==> config.mk <==
export PLATFORM = sky130hd
export DESIGN_NAME = rational_number_alu_top_flat
export DESIGN_NICKNAME = d
export VERILOG_FILES = /design/src/sv/rna_pkg.sv /design/src/sv/rna_if.sv /design/src/sv/rna_ctrl.sv /design/src/sv/rna_dp.sv /design/src/sv/rational_number_alu_top.sv /design/src/flat_wrapper.sv
export VERILOG_INCLUDE_DIRS = /design/src /design/src/sv
export SDC_FILE = /design/constraint.sdc
export NUM_CORES = 2
export LEC_CHECK = 0
export BUFFER_PORTS_ARGS = -buffer_cell sky130_fd_sc_hd__buf_2
export CORE_AREA = 2 2 344 346
export CTS_CLUSTER_DIAMETER = 30
export DETAILED_ROUTE_END_ITERATION = 8
export DIE_AREA = 0 0 346 348
export GPL_TIMING_DRIVEN = 0
export PLACE_DENSITY = 0.54
export SLEW_MARGIN = 20
export SYNTH_ARGS = -nofsm -noshare
export SYNTH_HDL_FRONTEND = slang
export SYNTH_SLANG_ARGS = --single-unit
export TNS_END_PERCENT = 5
==> constraint.sdc <==
create_clock -name clock -period 10.45 [get_ports clock]
set_input_delay 1.5675 -clock clock [delete_from_list [all_inputs] [get_ports clock]]
set_output_delay 1.5675 -clock clock [all_outputs]
set_load 0.01 [all_outputs]
==> src/sv/rational_number_alu_top_macros.svh <==
// assertion macros shared by the rational alu top level
`ifndef RATIONAL_NUMBER_ALU_TOP_MACROS_SVH
`define RATIONAL_NUMBER_ALU_TOP_MACROS_SVH

// consequent must hold in the same cycle as the antecedent
`define RNA_ASSERT_SAME(label, clk, rst, ante, cons, msg) \
   label: assert property (@(posedge clk) disable iff (rst) (ante) |-> (cons)) \
      else $error(msg);

// consequent must hold in the cycle after the antecedent
`define RNA_ASSERT_NEXT(label, clk, rst, ante, cons, msg) \
   label: assert property (@(posedge clk) disable iff (rst) (ante) |=> (cons)) \
      else $error(msg);

`endif

==> src/sv/rna_pkg.sv <==
// package: shared constants, op codes and controller/datapath types for the rational alu
`timescale 1ns / 1ps
`default_nettype none
package rna_pkg;

   localparam int unsigned OP_W  = 4;
   localparam int unsigned NUM_W = 33;
   localparam int unsigned DEN_W = 31;

   // operation codes
   localparam logic [OP_W-1:0] OP_ADD = 4'd0;
   localparam logic [OP_W-1:0] OP_SUB = 4'd1;
   localparam logic [OP_W-1:0] OP_MUL = 4'd2;
   localparam logic [OP_W-1:0] OP_DIV = 4'd3;
   localparam logic [OP_W-1:0] OP_EQ  = 4'd4;
   localparam logic [OP_W-1:0] OP_LT  = 4'd5;
   localparam logic [OP_W-1:0] OP_LE  = 4'd6;
   localparam logic [OP_W-1:0] OP_GT  = 4'd7;
   localparam logic [OP_W-1:0] OP_GE  = 4'd8;

   typedef enum logic [1:0] {
      MUL_FIRST,
      MUL_SECOND,
      MUL_THIRD
   } mul_step_type;

   typedef enum logic [1:0] {
      RED_ARITH,
      RED_LEFT,
      RED_RIGHT
   } red_sel_type;

   typedef struct packed {
      logic         load;
      logic         mul_en;
      mul_step_type mul_step;
      logic         red_start;
      red_sel_type  red_sel;
      logic         gcd_step;
      logic         gcd_latch;
      logic         div_start;
      logic         div_den;
      logic         div_step;
      logic         save_left;
      logic         publish;
   } cmd_type;

   typedef struct packed {
      logic op_arith;
      logic op_cmp;
      logic gcd_done;
      logic g_zero;
      logic div_last;
      logic out_free;
   } status_type;

endpackage
`default_nettype wire

==> src/sv/rna_if.sv <==
// request and response channel interfaces of the rational alu
`timescale 1ns / 1ps
`default_nettype none
interface rna_req_if #(parameter int unsigned OPERAND_WIDTH = 16);
   logic                            valid;
   logic                            ready;
   logic [rna_pkg::OP_W-1:0]        op;
   logic signed [OPERAND_WIDTH-1:0] first_num;
   logic signed [OPERAND_WIDTH-1:0] first_den;
   logic signed [OPERAND_WIDTH-1:0] second_num;
   logic signed [OPERAND_WIDTH-1:0] second_den;

   modport source (output valid, op, first_num, first_den, second_num, second_den,
                   input ready);
   modport sink   (input valid, op, first_num, first_den, second_num, second_den,
                   output ready);
endinterface

interface rna_rsp_if;
   logic                             valid;
   logic                             ready;
   logic signed [rna_pkg::NUM_W-1:0] res_num;
   logic [rna_pkg::DEN_W-1:0]        res_den;
   logic                             cmp_true;
   logic                             zero_den;

   modport source (output valid, res_num, res_den, cmp_true, zero_den, input ready);
   modport sink   (input valid, res_num, res_den, cmp_true, zero_den, output ready);
endinterface
`default_nettype wire

==> src/sv/rna_ctrl.sv <==
// controller state machine sequencing products, gcd and divisions
`timescale 1ns / 1ps
`default_nettype none
module rna_ctrl (
   input  logic                clock,
   input  logic                reset,
   input  logic                req_fire,
   input  rna_pkg::status_type status,
   output rna_pkg::cmd_type    cmd,
   output logic                req_ready
);
   import rna_pkg::*;

   typedef enum logic [3:0] {
      S_IDLE,
      S_MUL0,
      S_MUL1,
      S_MUL2,
      S_RED_LOAD,
      S_GCD,
      S_DIVN_GO,
      S_DIVN,
      S_DIVD_GO,
      S_DIVD,
      S_POST,
      S_PUBLISH
   } state_type;

   state_type   state_ff, state_in;
   red_sel_type phase_ff, phase_in;

   // next state and command decode
   always_comb begin
      cmd      = '0;
      state_in = state_ff;
      phase_in = phase_ff;
      unique case (state_ff)
         S_IDLE: begin
            if (req_fire) begin
               cmd.load = 1'b1;
               state_in = S_MUL0;
            end
         end
         S_MUL0: begin
            if (!status.op_arith && !status.op_cmp) begin
               state_in = S_PUBLISH;
            end else begin
               cmd.mul_en   = 1'b1;
               cmd.mul_step = MUL_FIRST;
               state_in     = S_MUL1;
            end
         end
         S_MUL1: begin
            cmd.mul_en   = 1'b1;
            cmd.mul_step = MUL_SECOND;
            state_in     = S_MUL2;
         end
         S_MUL2: begin
            cmd.mul_en   = 1'b1;
            cmd.mul_step = MUL_THIRD;
            phase_in     = status.op_arith ? RED_ARITH : RED_LEFT;
            state_in     = S_RED_LOAD;
         end
         S_RED_LOAD: begin
            cmd.red_start = 1'b1;
            cmd.red_sel   = phase_ff;
            state_in      = S_GCD;
         end
         S_GCD: begin
            if (status.gcd_done) begin
               cmd.gcd_latch = 1'b1;
               state_in      = S_DIVN_GO;
            end else begin
               cmd.gcd_step = 1'b1;
            end
         end
         S_DIVN_GO: begin
            if (status.g_zero) begin
               state_in = S_POST;
            end else begin
               cmd.div_start = 1'b1;
               cmd.div_den   = 1'b0;
               state_in      = S_DIVN;
            end
         end
         S_DIVN: begin
            cmd.div_step = 1'b1;
            if (status.div_last) begin
               state_in = S_DIVD_GO;
            end
         end
         S_DIVD_GO: begin
            cmd.div_start = 1'b1;
            cmd.div_den   = 1'b1;
            state_in      = S_DIVD;
         end
         S_DIVD: begin
            cmd.div_step = 1'b1;
            if (status.div_last) begin
               state_in = S_POST;
            end
         end
         S_POST: begin
            if (phase_ff == RED_LEFT) begin
               cmd.save_left = 1'b1;
               phase_in      = RED_RIGHT;
               state_in      = S_RED_LOAD;
            end else begin
               state_in = S_PUBLISH;
            end
         end
         S_PUBLISH: begin
            if (status.out_free) begin
               cmd.publish = 1'b1;
               state_in    = S_IDLE;
            end
         end
         default: begin
            state_in = S_IDLE;
         end
      endcase
   end

   assign req_ready = (state_ff == S_IDLE);

   // state register
   always_ff @(posedge clock) begin
      if (reset) begin
         state_ff <= S_IDLE;
         phase_ff <= RED_ARITH;
      end else begin
         state_ff <= state_in;
         phase_ff <= phase_in;
      end
   end

endmodule
`default_nettype wire

==> src/sv/rna_dp.sv <==
// datapath: operand registers, shared multiplier, binary gcd, restoring divider, output register
`timescale 1ns / 1ps
`default_nettype none
module rna_dp #(
   parameter int unsigned OPERAND_WIDTH = 16
) (
   input  logic                             clock,
   input  logic                             reset,
   input  rna_pkg::cmd_type                 cmd,
   output rna_pkg::status_type              status,
   input  logic [rna_pkg::OP_W-1:0]         req_op,
   input  logic signed [OPERAND_WIDTH-1:0]  req_first_num,
   input  logic signed [OPERAND_WIDTH-1:0]  req_first_den,
   input  logic signed [OPERAND_WIDTH-1:0]  req_second_num,
   input  logic signed [OPERAND_WIDTH-1:0]  req_second_den,
   input  logic                             rsp_ready,
   output logic                             rsp_valid,
   output logic signed [rna_pkg::NUM_W-1:0] rsp_res_num,
   output logic [rna_pkg::DEN_W-1:0]        rsp_res_den,
   output logic                             rsp_cmp_true,
   output logic                             rsp_zero_den
);
   import rna_pkg::*;

   localparam int unsigned PW = 2 * OPERAND_WIDTH;
   localparam int unsigned NW = (2 * OPERAND_WIDTH + 1 > 64) ? 64 : 2 * OPERAND_WIDTH + 1;
   localparam int unsigned KW = $clog2(NW);

   // operand registers
   logic [OP_W-1:0]                op_ff;
   logic signed [OPERAND_WIDTH-1:0] a_ff, b_ff, c_ff, d_ff;

   always_ff @(posedge clock) begin
      if (cmd.load) begin
         op_ff <= req_op;
         a_ff  <= req_first_num;
         b_ff  <= req_first_den;
         c_ff  <= req_second_num;
         d_ff  <= req_second_den;
      end
   end

   // shared multiplier, one product a cycle
   logic signed [OPERAND_WIDTH-1:0] mul_x, mul_y;
   logic signed [PW-1:0]            prod;
   logic signed [PW-1:0]            pr0_ff, pr1_ff, pr2_ff;

   always_comb begin
      unique case (cmd.mul_step)
         MUL_FIRST: begin
            mul_x = a_ff;
            mul_y = (op_ff == OP_MUL) ? c_ff : d_ff;
         end
         MUL_SECOND: begin
            mul_x = c_ff;
            mul_y = b_ff;
         end
         default: begin
            mul_x = b_ff;
            mul_y = d_ff;
         end
      endcase
   end

   assign prod = mul_x * mul_y;

   always_ff @(posedge clock) begin
      if (cmd.mul_en) begin
         unique case (cmd.mul_step)
            MUL_FIRST:  pr0_ff <= prod;
            MUL_SECOND: pr1_ff <= prod;
            default:    pr2_ff <= prod;
         endcase
      end
   end

   // raw numerator and denominator of the arithmetic result
   logic signed [NW-1:0] pr0_ext, pr1_ext, pr2_ext, n_arith, m_arith;

   assign pr0_ext = NW'(pr0_ff);
   assign pr1_ext = NW'(pr1_ff);
   assign pr2_ext = NW'(pr2_ff);

   always_comb begin
      priority case (op_ff)
         OP_ADD:  n_arith = pr0_ext + pr1_ext;
         OP_SUB:  n_arith = pr0_ext - pr1_ext;
         default: n_arith = pr0_ext;
      endcase
      m_arith = (op_ff == OP_DIV) ? pr1_ext : pr2_ext;
   end

   // fraction to reduce and its magnitudes
   logic signed [NW-1:0] src_n, src_d;
   logic [NW-1:0]        mag_n, mag_d;

   always_comb begin
      unique case (cmd.red_sel)
         RED_ARITH: begin
            src_n = n_arith;
            src_d = m_arith;
         end
         RED_LEFT: begin
            src_n = NW'(a_ff);
            src_d = NW'(b_ff);
         end
         default: begin
            src_n = NW'(c_ff);
            src_d = NW'(d_ff);
         end
      endcase
      mag_n = src_n[NW-1] ? NW'(-src_n) : NW'(src_n);
      mag_d = src_d[NW-1] ? NW'(-src_d) : NW'(src_d);
   end

   // binary gcd, one shift or subtract a cycle
   logic [NW-1:0] u_ff, v_ff, u_in, v_in, g_ff;
   logic [KW-1:0] k_ff, k_in;
   logic          neg_ff;
   logic          gcd_done;

   assign gcd_done = (u_ff == '0) || (v_ff == '0);

   always_comb begin
      u_in = u_ff;
      v_in = v_ff;
      k_in = k_ff;
      priority if (!u_ff[0] && !v_ff[0]) begin
         u_in = u_ff >> 1;
         v_in = v_ff >> 1;
         k_in = k_ff + KW'(1);
      end else if (!u_ff[0]) begin
         u_in = u_ff >> 1;
      end else if (!v_ff[0]) begin
         v_in = v_ff >> 1;
      end else if (u_ff >= v_ff) begin
         u_in = u_ff - v_ff;
      end else begin
         v_in = v_ff - u_ff;
      end
   end

   always_ff @(posedge clock) begin
      if (cmd.red_start) begin
         u_ff   <= mag_n;
         v_ff   <= mag_d;
         k_ff   <= '0;
         neg_ff <= src_n[NW-1] ^ src_d[NW-1];
      end else if (cmd.gcd_step) begin
         u_ff <= u_in;
         v_ff <= v_in;
         k_ff <= k_in;
      end
      if (cmd.gcd_latch) begin
         g_ff <= (u_ff | v_ff) << k_ff;
      end
   end

   // restoring divider, one quotient bit a cycle
   logic [NW-1:0] rem_ff, quo_ff, qn_ff, qd_ff;
   logic [NW:0]   div_sh, div_diff;
   logic [KW-1:0] cnt_ff;
   logic          div_tgt_ff;
   logic          div_last;
   logic          div_ge;
   logic [NW-1:0] rem_in, quo_in;

   assign div_sh   = {rem_ff, quo_ff[NW-1]};
   assign div_diff = div_sh - {1'b0, g_ff};
   assign div_ge   = (div_sh >= {1'b0, g_ff});
   assign rem_in   = div_ge ? div_diff[NW-1:0] : div_sh[NW-1:0];
   assign quo_in   = {quo_ff[NW-2:0], div_ge};
   assign div_last = (cnt_ff == KW'(NW - 1));

   always_ff @(posedge clock) begin
      if (cmd.div_start) begin
         rem_ff     <= '0;
         quo_ff     <= cmd.div_den ? qd_ff : qn_ff;
         cnt_ff     <= '0;
         div_tgt_ff <= cmd.div_den;
      end else if (cmd.div_step) begin
         rem_ff <= rem_in;
         quo_ff <= quo_in;
         cnt_ff <= cnt_ff + KW'(1);
      end
   end

   // reduced magnitudes; a zero gcd leaves both at zero
   always_ff @(posedge clock) begin
      if (cmd.red_start) begin
         qn_ff <= mag_n;
         qd_ff <= mag_d;
      end else if (cmd.div_step && div_last) begin
         if (div_tgt_ff) begin
            qd_ff <= quo_in;
         end else begin
            qn_ff <= quo_in;
         end
      end
   end

   // left operand kept for the equality test
   logic [NW-1:0] lqn_ff, lqd_ff;
   logic          lneg_ff;

   always_ff @(posedge clock) begin
      if (cmd.save_left) begin
         lqn_ff  <= qn_ff;
         lqd_ff  <= qd_ff;
         lneg_ff <= neg_ff;
      end
   end

   // result formation
   logic [NW-1:0] num_full;
   logic          eq, lt, cmp;
   logic          op_arith, op_cmp;

   assign op_arith = (op_ff <= OP_DIV);
   assign op_cmp   = (op_ff >= OP_EQ) && (op_ff <= OP_GE);
   assign num_full = neg_ff ? NW'(-qn_ff) : qn_ff;
   assign eq       = (lqn_ff == qn_ff) && (lqd_ff == qd_ff)
                     && ((lneg_ff == neg_ff) || (qn_ff == '0));
   assign lt       = (pr0_ff < pr1_ff);

   always_comb begin
      priority case (op_ff)
         OP_EQ:   cmp = eq;
         OP_LT:   cmp = lt;
         OP_LE:   cmp = lt || eq;
         OP_GT:   cmp = !(lt || eq);
         default: cmp = !lt;
      endcase
   end

   // output register
   logic                     rsp_valid_ff;
   logic signed [NUM_W-1:0]  res_num_ff;
   logic [DEN_W-1:0]         res_den_ff;
   logic                     cmp_true_ff, zero_den_ff;

   always_ff @(posedge clock) begin
      if (reset) begin
         rsp_valid_ff <= 1'b0;
      end else if (cmd.publish) begin
         rsp_valid_ff <= 1'b1;
      end else if (rsp_ready) begin
         rsp_valid_ff <= 1'b0;
      end
   end

   always_ff @(posedge clock) begin
      if (cmd.publish) begin
         if (op_arith) begin
            res_num_ff  <= NUM_W'($signed(num_full));
            res_den_ff  <= DEN_W'(qd_ff);
            cmp_true_ff <= 1'b0;
            zero_den_ff <= (qd_ff == '0);
         end else begin
            res_num_ff  <= '0;
            res_den_ff  <= '0;
            cmp_true_ff <= op_cmp && cmp;
            zero_den_ff <= 1'b0;
         end
      end
   end

   assign rsp_valid    = rsp_valid_ff;
   assign rsp_res_num  = res_num_ff;
   assign rsp_res_den  = res_den_ff;
   assign rsp_cmp_true = cmp_true_ff;
   assign rsp_zero_den = zero_den_ff;

   // status to the controller
   assign status.op_arith = op_arith;
   assign status.op_cmp   = op_cmp;
   assign status.gcd_done = gcd_done;
   assign status.g_zero   = (g_ff == '0);
   assign status.div_last = div_last;
   assign status.out_free = !rsp_valid_ff || rsp_ready;

endmodule
`default_nettype wire

==> src/sv/rational_number_alu_top.sv <==
// top level of the rational alu: controller, datapath and assertions
//
// one request carries an op code and two signed fractions; each request
// gives exactly one response on the rsp channel (valid/ready).
// arithmetic ops form cross products on one shared multiplier and
// reduce by a binary gcd of s steps (one shift or subtract a
// cycle, s at most two per bit of the two magnitudes, so below 4*NW,
// NW = 2*OPERAND_WIDTH+1 capped at 64) and divide numerator and
// denominator by the gcd on a restoring divider.
// 0/0 skips the division; compare ops reduce both operands;
// unused op codes skip the products and go straight to the response.
// requests are taken one at a time: ready is high only while idle.
// the response sits in an output register; the next request is accepted
// while it waits, and a stalled receiver only holds the block at the end
// of the following request.
// reset is synchronous and clears the controller and the response valid.
`timescale 1ns / 1ps
`default_nettype none
`include "rational_number_alu_top_macros.svh"
module rational_number_alu_top #(
   parameter int unsigned OPERAND_WIDTH = 16
) (
   input  logic         clock,
   input  logic         reset,
   rna_req_if.sink      req_chan,
   rna_rsp_if.source    rsp_chan
);
   import rna_pkg::*;

   cmd_type    cmd;
   status_type status;
   logic       req_fire;
   logic       req_ready;
   logic       flags_clash;
   logic       den_clash;

   assign req_fire       = req_chan.valid && req_ready;
   assign req_chan.ready = req_ready;

   // controller
   rna_ctrl u_ctrl (
      .clock     (clock),
      .reset     (reset),
      .req_fire  (req_fire),
      .status    (status),
      .cmd       (cmd),
      .req_ready (req_ready)
   );

   // datapath
   rna_dp #(
      .OPERAND_WIDTH (OPERAND_WIDTH)
   ) u_dp (
      .clock          (clock),
      .reset          (reset),
      .cmd            (cmd),
      .status         (status),
      .req_op         (req_chan.op),
      .req_first_num  (req_chan.first_num),
      .req_first_den  (req_chan.first_den),
      .req_second_num (req_chan.second_num),
      .req_second_den (req_chan.second_den),
      .rsp_ready      (rsp_chan.ready),
      .rsp_valid      (rsp_chan.valid),
      .rsp_res_num    (rsp_chan.res_num),
      .rsp_res_den    (rsp_chan.res_den),
      .rsp_cmp_true   (rsp_chan.cmp_true),
      .rsp_zero_den   (rsp_chan.zero_den)
   );

   // flag combinations that never occur on a response
   assign flags_clash = rsp_chan.zero_den && rsp_chan.cmp_true;
   assign den_clash   = rsp_chan.zero_den && (rsp_chan.res_den != '0);

   // assertions
   `RNA_ASSERT_NEXT(a_busy_after_req, clock, reset, req_fire, !req_ready, "ready after request")
   `RNA_ASSERT_NEXT(a_publish_valid, clock, reset, cmd.publish, rsp_chan.valid, "publish lost")
   `RNA_ASSERT_SAME(a_flags_apart, clock, reset, rsp_chan.valid, !flags_clash, "both flags set")
   `RNA_ASSERT_SAME(a_zero_den_value, clock, reset, rsp_chan.valid, !den_clash, "zero_den with den")

endmodule
`default_nettype wire

==> src/flat_wrapper.sv <==
// flat-port wrapper written by rule: the top's interface ports become plain ports
module rational_number_alu_top_flat import rna_pkg::*;
#(
   parameter int unsigned OPERAND_WIDTH = 16
)
  (clock, reset, req_chan_valid, req_chan_op, req_chan_first_num, req_chan_first_den, req_chan_second_num, req_chan_second_den, req_chan_ready, rsp_chan_valid, rsp_chan_res_num, rsp_chan_res_den, rsp_chan_cmp_true, rsp_chan_zero_den, rsp_chan_ready);
  rna_req_if #(.OPERAND_WIDTH(OPERAND_WIDTH)) req_chan_i ();
  rna_rsp_if rsp_chan_i ();
  input  logic clock;
  input  logic reset;
  input wire logic [$bits(req_chan_i.valid)-1:0] req_chan_valid;
  input wire logic [$bits(req_chan_i.op)-1:0] req_chan_op;
  input wire logic [$bits(req_chan_i.first_num)-1:0] req_chan_first_num;
  input wire logic [$bits(req_chan_i.first_den)-1:0] req_chan_first_den;
  input wire logic [$bits(req_chan_i.second_num)-1:0] req_chan_second_num;
  input wire logic [$bits(req_chan_i.second_den)-1:0] req_chan_second_den;
  output wire logic [$bits(req_chan_i.ready)-1:0] req_chan_ready;
  output wire logic [$bits(rsp_chan_i.valid)-1:0] rsp_chan_valid;
  output wire logic [$bits(rsp_chan_i.res_num)-1:0] rsp_chan_res_num;
  output wire logic [$bits(rsp_chan_i.res_den)-1:0] rsp_chan_res_den;
  output wire logic [$bits(rsp_chan_i.cmp_true)-1:0] rsp_chan_cmp_true;
  output wire logic [$bits(rsp_chan_i.zero_den)-1:0] rsp_chan_zero_den;
  input wire logic [$bits(rsp_chan_i.ready)-1:0] rsp_chan_ready;
  assign req_chan_i.valid = req_chan_valid;
  assign req_chan_i.op = req_chan_op;
  assign req_chan_i.first_num = req_chan_first_num;
  assign req_chan_i.first_den = req_chan_first_den;
  assign req_chan_i.second_num = req_chan_second_num;
  assign req_chan_i.second_den = req_chan_second_den;
  assign req_chan_ready = req_chan_i.ready;
  assign rsp_chan_valid = rsp_chan_i.valid;
  assign rsp_chan_res_num = rsp_chan_i.res_num;
  assign rsp_chan_res_den = rsp_chan_i.res_den;
  assign rsp_chan_cmp_true = rsp_chan_i.cmp_true;
  assign rsp_chan_zero_den = rsp_chan_i.zero_den;
  assign rsp_chan_i.ready = rsp_chan_ready;
  rational_number_alu_top #(.OPERAND_WIDTH(OPERAND_WIDTH)) u_core (.clock(clock), .reset(reset), .req_chan(req_chan_i), .rsp_chan(rsp_chan_i));
endmodule
==> metrics.cfg <==
[run_status]
status=complete, no violations

[job]
cap_violations=0

[routing]
drtIter0Drc=4013
dr.pass1.iters=8
wl_met3_um=13000
drt_wl_total_um=175000
wl_per_cell_um=25.1
drcViolationCount=0
num_vias=40175
m1WireLength_um=72700
antenna_left=0
top_layer_used=met5
vias_per_cell=5.77
met2_length_um=81000

[worst_setup_path]
r2r-start=u_core.u_ctrl.state_ff[2]$_SDFFE_PP0P_
path_class=reg -> reg
slowest_delay_ps=590
crit_top_cell=fa_1
critPathArrivalTime_ps=10300
reg2reg_to=u_core.u_dp.pr1_ff[31]$_DFFE_PP_
reg2reg_depth=31
startpoint_type=register
required_ps=10870
cp_max_fo=10
critPathSlowestCell=fa_1
end_kind=register
reg2reg_slack_ps=560

[global_route]
antenna_found_initial=3
grt_max_degree=44
grt_pass1_wl_um=258000
grt_pass1_vias=39015
grt_usage=0.287
overflow=0

[finish]
area_growth_pct=16.8
drive_above_1_share=0.0929
nNetsFinal=5943
mostFrequentLayoutCells=624 x nor2_1, 519 x inv_1, 497 x edfxtp_1
fin_area_um2=54000
layout_commonest_cell=nor2_1
diodes=0

[floorplanning]
die_width_um=346
core_um2=117000
dieArea_um2=120000
die_y_um=348
num_rows=126
ios=140
start_util=0.395

[sta]
max_freq_mhz=101
slew_headroom=0.192
finClkSkew_ps=56.6
fin_crit_ps=9890
rsz0062_at_grt=false
hold_viol=0
timing.final.crit_share=0.946
slew_violations=0
tightest_slew_ps=1190
setup_viol=0
tns_ps=0

[synth]
synth_cells=5016
synthesis.area_um2=46300
syn_area_per_cell_um2=9.22
ys_types=99
ys_warn_count=0
syn-num-nets=5640
ys_async_sr_fraction=0
ys_ff_latch=549
synth_edf_count=497
synth_seq_area_share=0.345
synthFlopType=edfxtp_1

[clocking]
cts_buffers=133
cts.sinks=549
hold_buffers=0
clock_path_buffers=3
insertion_delay_ps=770
clkSlewWorstSetupHoldPaths_ps=50
htreeDepth=4
root_buffer=clkbuf_16
cts_tree=built

[placement]
portBuffers=139
gp_routability_congestion=0.983
dpl_cell_area_um2=49300
dp_hpwl_um=142000

[min_path]
holdPathStages=0
min_from=u_core.u_dp.qn_ff[14]$_DFFE_PP_
hold_end=u_core.u_dp.lqn_ff[14]$_DFFE_PP_
min-delay-path-class=reg -> reg

[final cells by class]
cell class / count / area, um2
fillers: 11394 / 63000
clock inverters: 88 / 1100
clock buffers: 155 / 3510
repair buffers: 172 / 1070
inverters: 529 / 1990
plain buffers: 235 / 903
multi-input cells: 3699 / 27500
well taps: 1536 / 1920
flip-flops and latches: 549 / 16000
[cells in the mapped netlist, drive strengths merged, types with 30 or more instances]
cell | n | area share
inv | 527 | 0.043
a221oi | 38 | 0.0072
fa | 267 | 0.12
nor3 | 92 | 0.010
o211ai | 30 | 0.0049
nand3 | 85 | 0.0092
and2 | 56 | 0.0076
nor2 | 630 | 0.051
a31oi | 45 | 0.0061
o22ai | 51 | 0.0069
a21oi | 304 | 0.033
buf | 39 | 0.0034
ha | 285 | 0.077
dfxtp | 52 | 0.023
xnor2 | 189 | 0.036
o21ai | 270 | 0.029
o21a | 33 | 0.0054
a211oi | 53 | 0.0089
edfxtp | 497 | 0.32
nor2b | 40 | 0.0054
nand4 | 59 | 0.0080
mux2i | 99 | 0.021
o21bai | 36 | 0.0058
a21o | 57 | 0.0093
o31ai | 41 | 0.0067
clkbuf | 200 | 0.016
nand2b | 66 | 0.0089
nor4 | 72 | 0.010
xor2 | 92 | 0.017
nand2 | 393 | 0.032
[worst max-delay path: cells and delay by family (launching register included)]
kind	cells	cell delay, ps
XOR/XNOR	1	370
adder cells (fa/ha/maj)	7	3440
buffers and inverters	7	1590
AND/OR/NAND/NOR	4	890
AO/OA/AOI/OAI	12	2910
flip-flops	1	330
[stage by stage]
| stage | hold WS [ps] | cells | worst slack (ps) | utilization |
|---|---|---|---|---|
| after detailed placement | 434 | 6723 | -646 | 0.422 |
| after floorplan | 421 | 5016 | 2160 | - |
| after global routing | 460 | 6963 | 93.3 | 0.462 |
| after CTS | 446 | 6965 | 2.43 | 0.461 |
| final | 446 | 6963 | 563 | 0.462 |
| after global placement | 425 | 6691 | -1070 | 0.418 |
[timing repair]
| action | in CTS | in global routing |
|---|---|---|
| resized for setup | 7 | 19 |
| buffers inserted | 0 | 1 |
| endpoints found under the hold margin | 0 | 0 |
| setup endpoints to repair | 15 | 9 |
[how the worst max path moves through the flow]
stage                                           start                               end  slack (ps)  cells past startpoint
3_3_place_gp   u_core.u_ctrl.state_ff[3]$_SDFFE_PP0P_  u_core.u_dp.pr0_ff[31]$_DFFE_PP_       -1070                     26
2_1_floorplan  u_core.u_ctrl.state_ff[3]$_SDFFE_PP0P_  u_core.u_dp.pr0_ff[31]$_DFFE_PP_        2160                     28
3_5_place_dp           u_core.u_dp.op_ff[0]$_DFFE_PP_  u_core.u_dp.pr2_ff[31]$_DFFE_PP_        -650                     31
4_1_cts                u_core.u_dp.op_ff[0]$_DFFE_PP_  u_core.u_dp.pr0_ff[31]$_DFFE_PP_           2                     31
5_1_grt        u_core.u_ctrl.state_ff[2]$_SDFFE_PP0P_  u_core.u_dp.pr1_ff[31]$_DFFE_PP_          90                     31
6_report       u_core.u_ctrl.state_ff[2]$_SDFFE_PP0P_  u_core.u_dp.pr1_ff[31]$_DFFE_PP_         560                     31
[state kept, by name, indices dropped and copies added (netlist names), 16 cells and up]
name	count
u_core.u_dp.g_ff	33
u_core.u_dp.d_ff	16
u_core.u_dp.v_ff	33
u_core.u_dp.pr1_ff	32
u_core.u_dp.pr0_ff	32
u_core.u_dp.rsp_res_num	33
u_core.u_dp.b_ff	16
u_core.u_dp.pr2_ff	32
u_core.u_dp.u_ff	33
u_core.u_dp.qn_ff	33
u_core.u_dp.quo_ff	33
u_core.u_dp.rsp_res_den	31
u_core.u_dp.qd_ff	33
u_core.u_dp.lqd_ff	33
u_core.u_dp.rem_ff	33
u_core.u_dp.a_ff	16
u_core.u_dp.c_ff	16
u_core.u_dp.lqn_ff	33
[routing by layer]
layer / GRT usage / vias to the layer above
met4: 0.125 / 2
li1: - / 18218
met3: 0.0538 / 331
met2: 0.461 / 1644
met1: 0.377 / 19980
met5: 0 / -
[cells by family after synthesis]
| logic type | Yosys count | synth area share |
|---|---|---|
| compound gates | 1138 | 0.158 |
| xor+xnor | 281 | 0.0532 |
| fa+ha+maj | 552 | 0.193 |
| buf+inv | 768 | 0.0626 |
| flops | 549 | 0.345 |
| mux | 115 | 0.0265 |
| simple gates | 1613 | 0.161 |
Power is left out: the tool's default activity adds up to more than one toggle a clock period on the data nets, which glitch-free logic cannot reach.
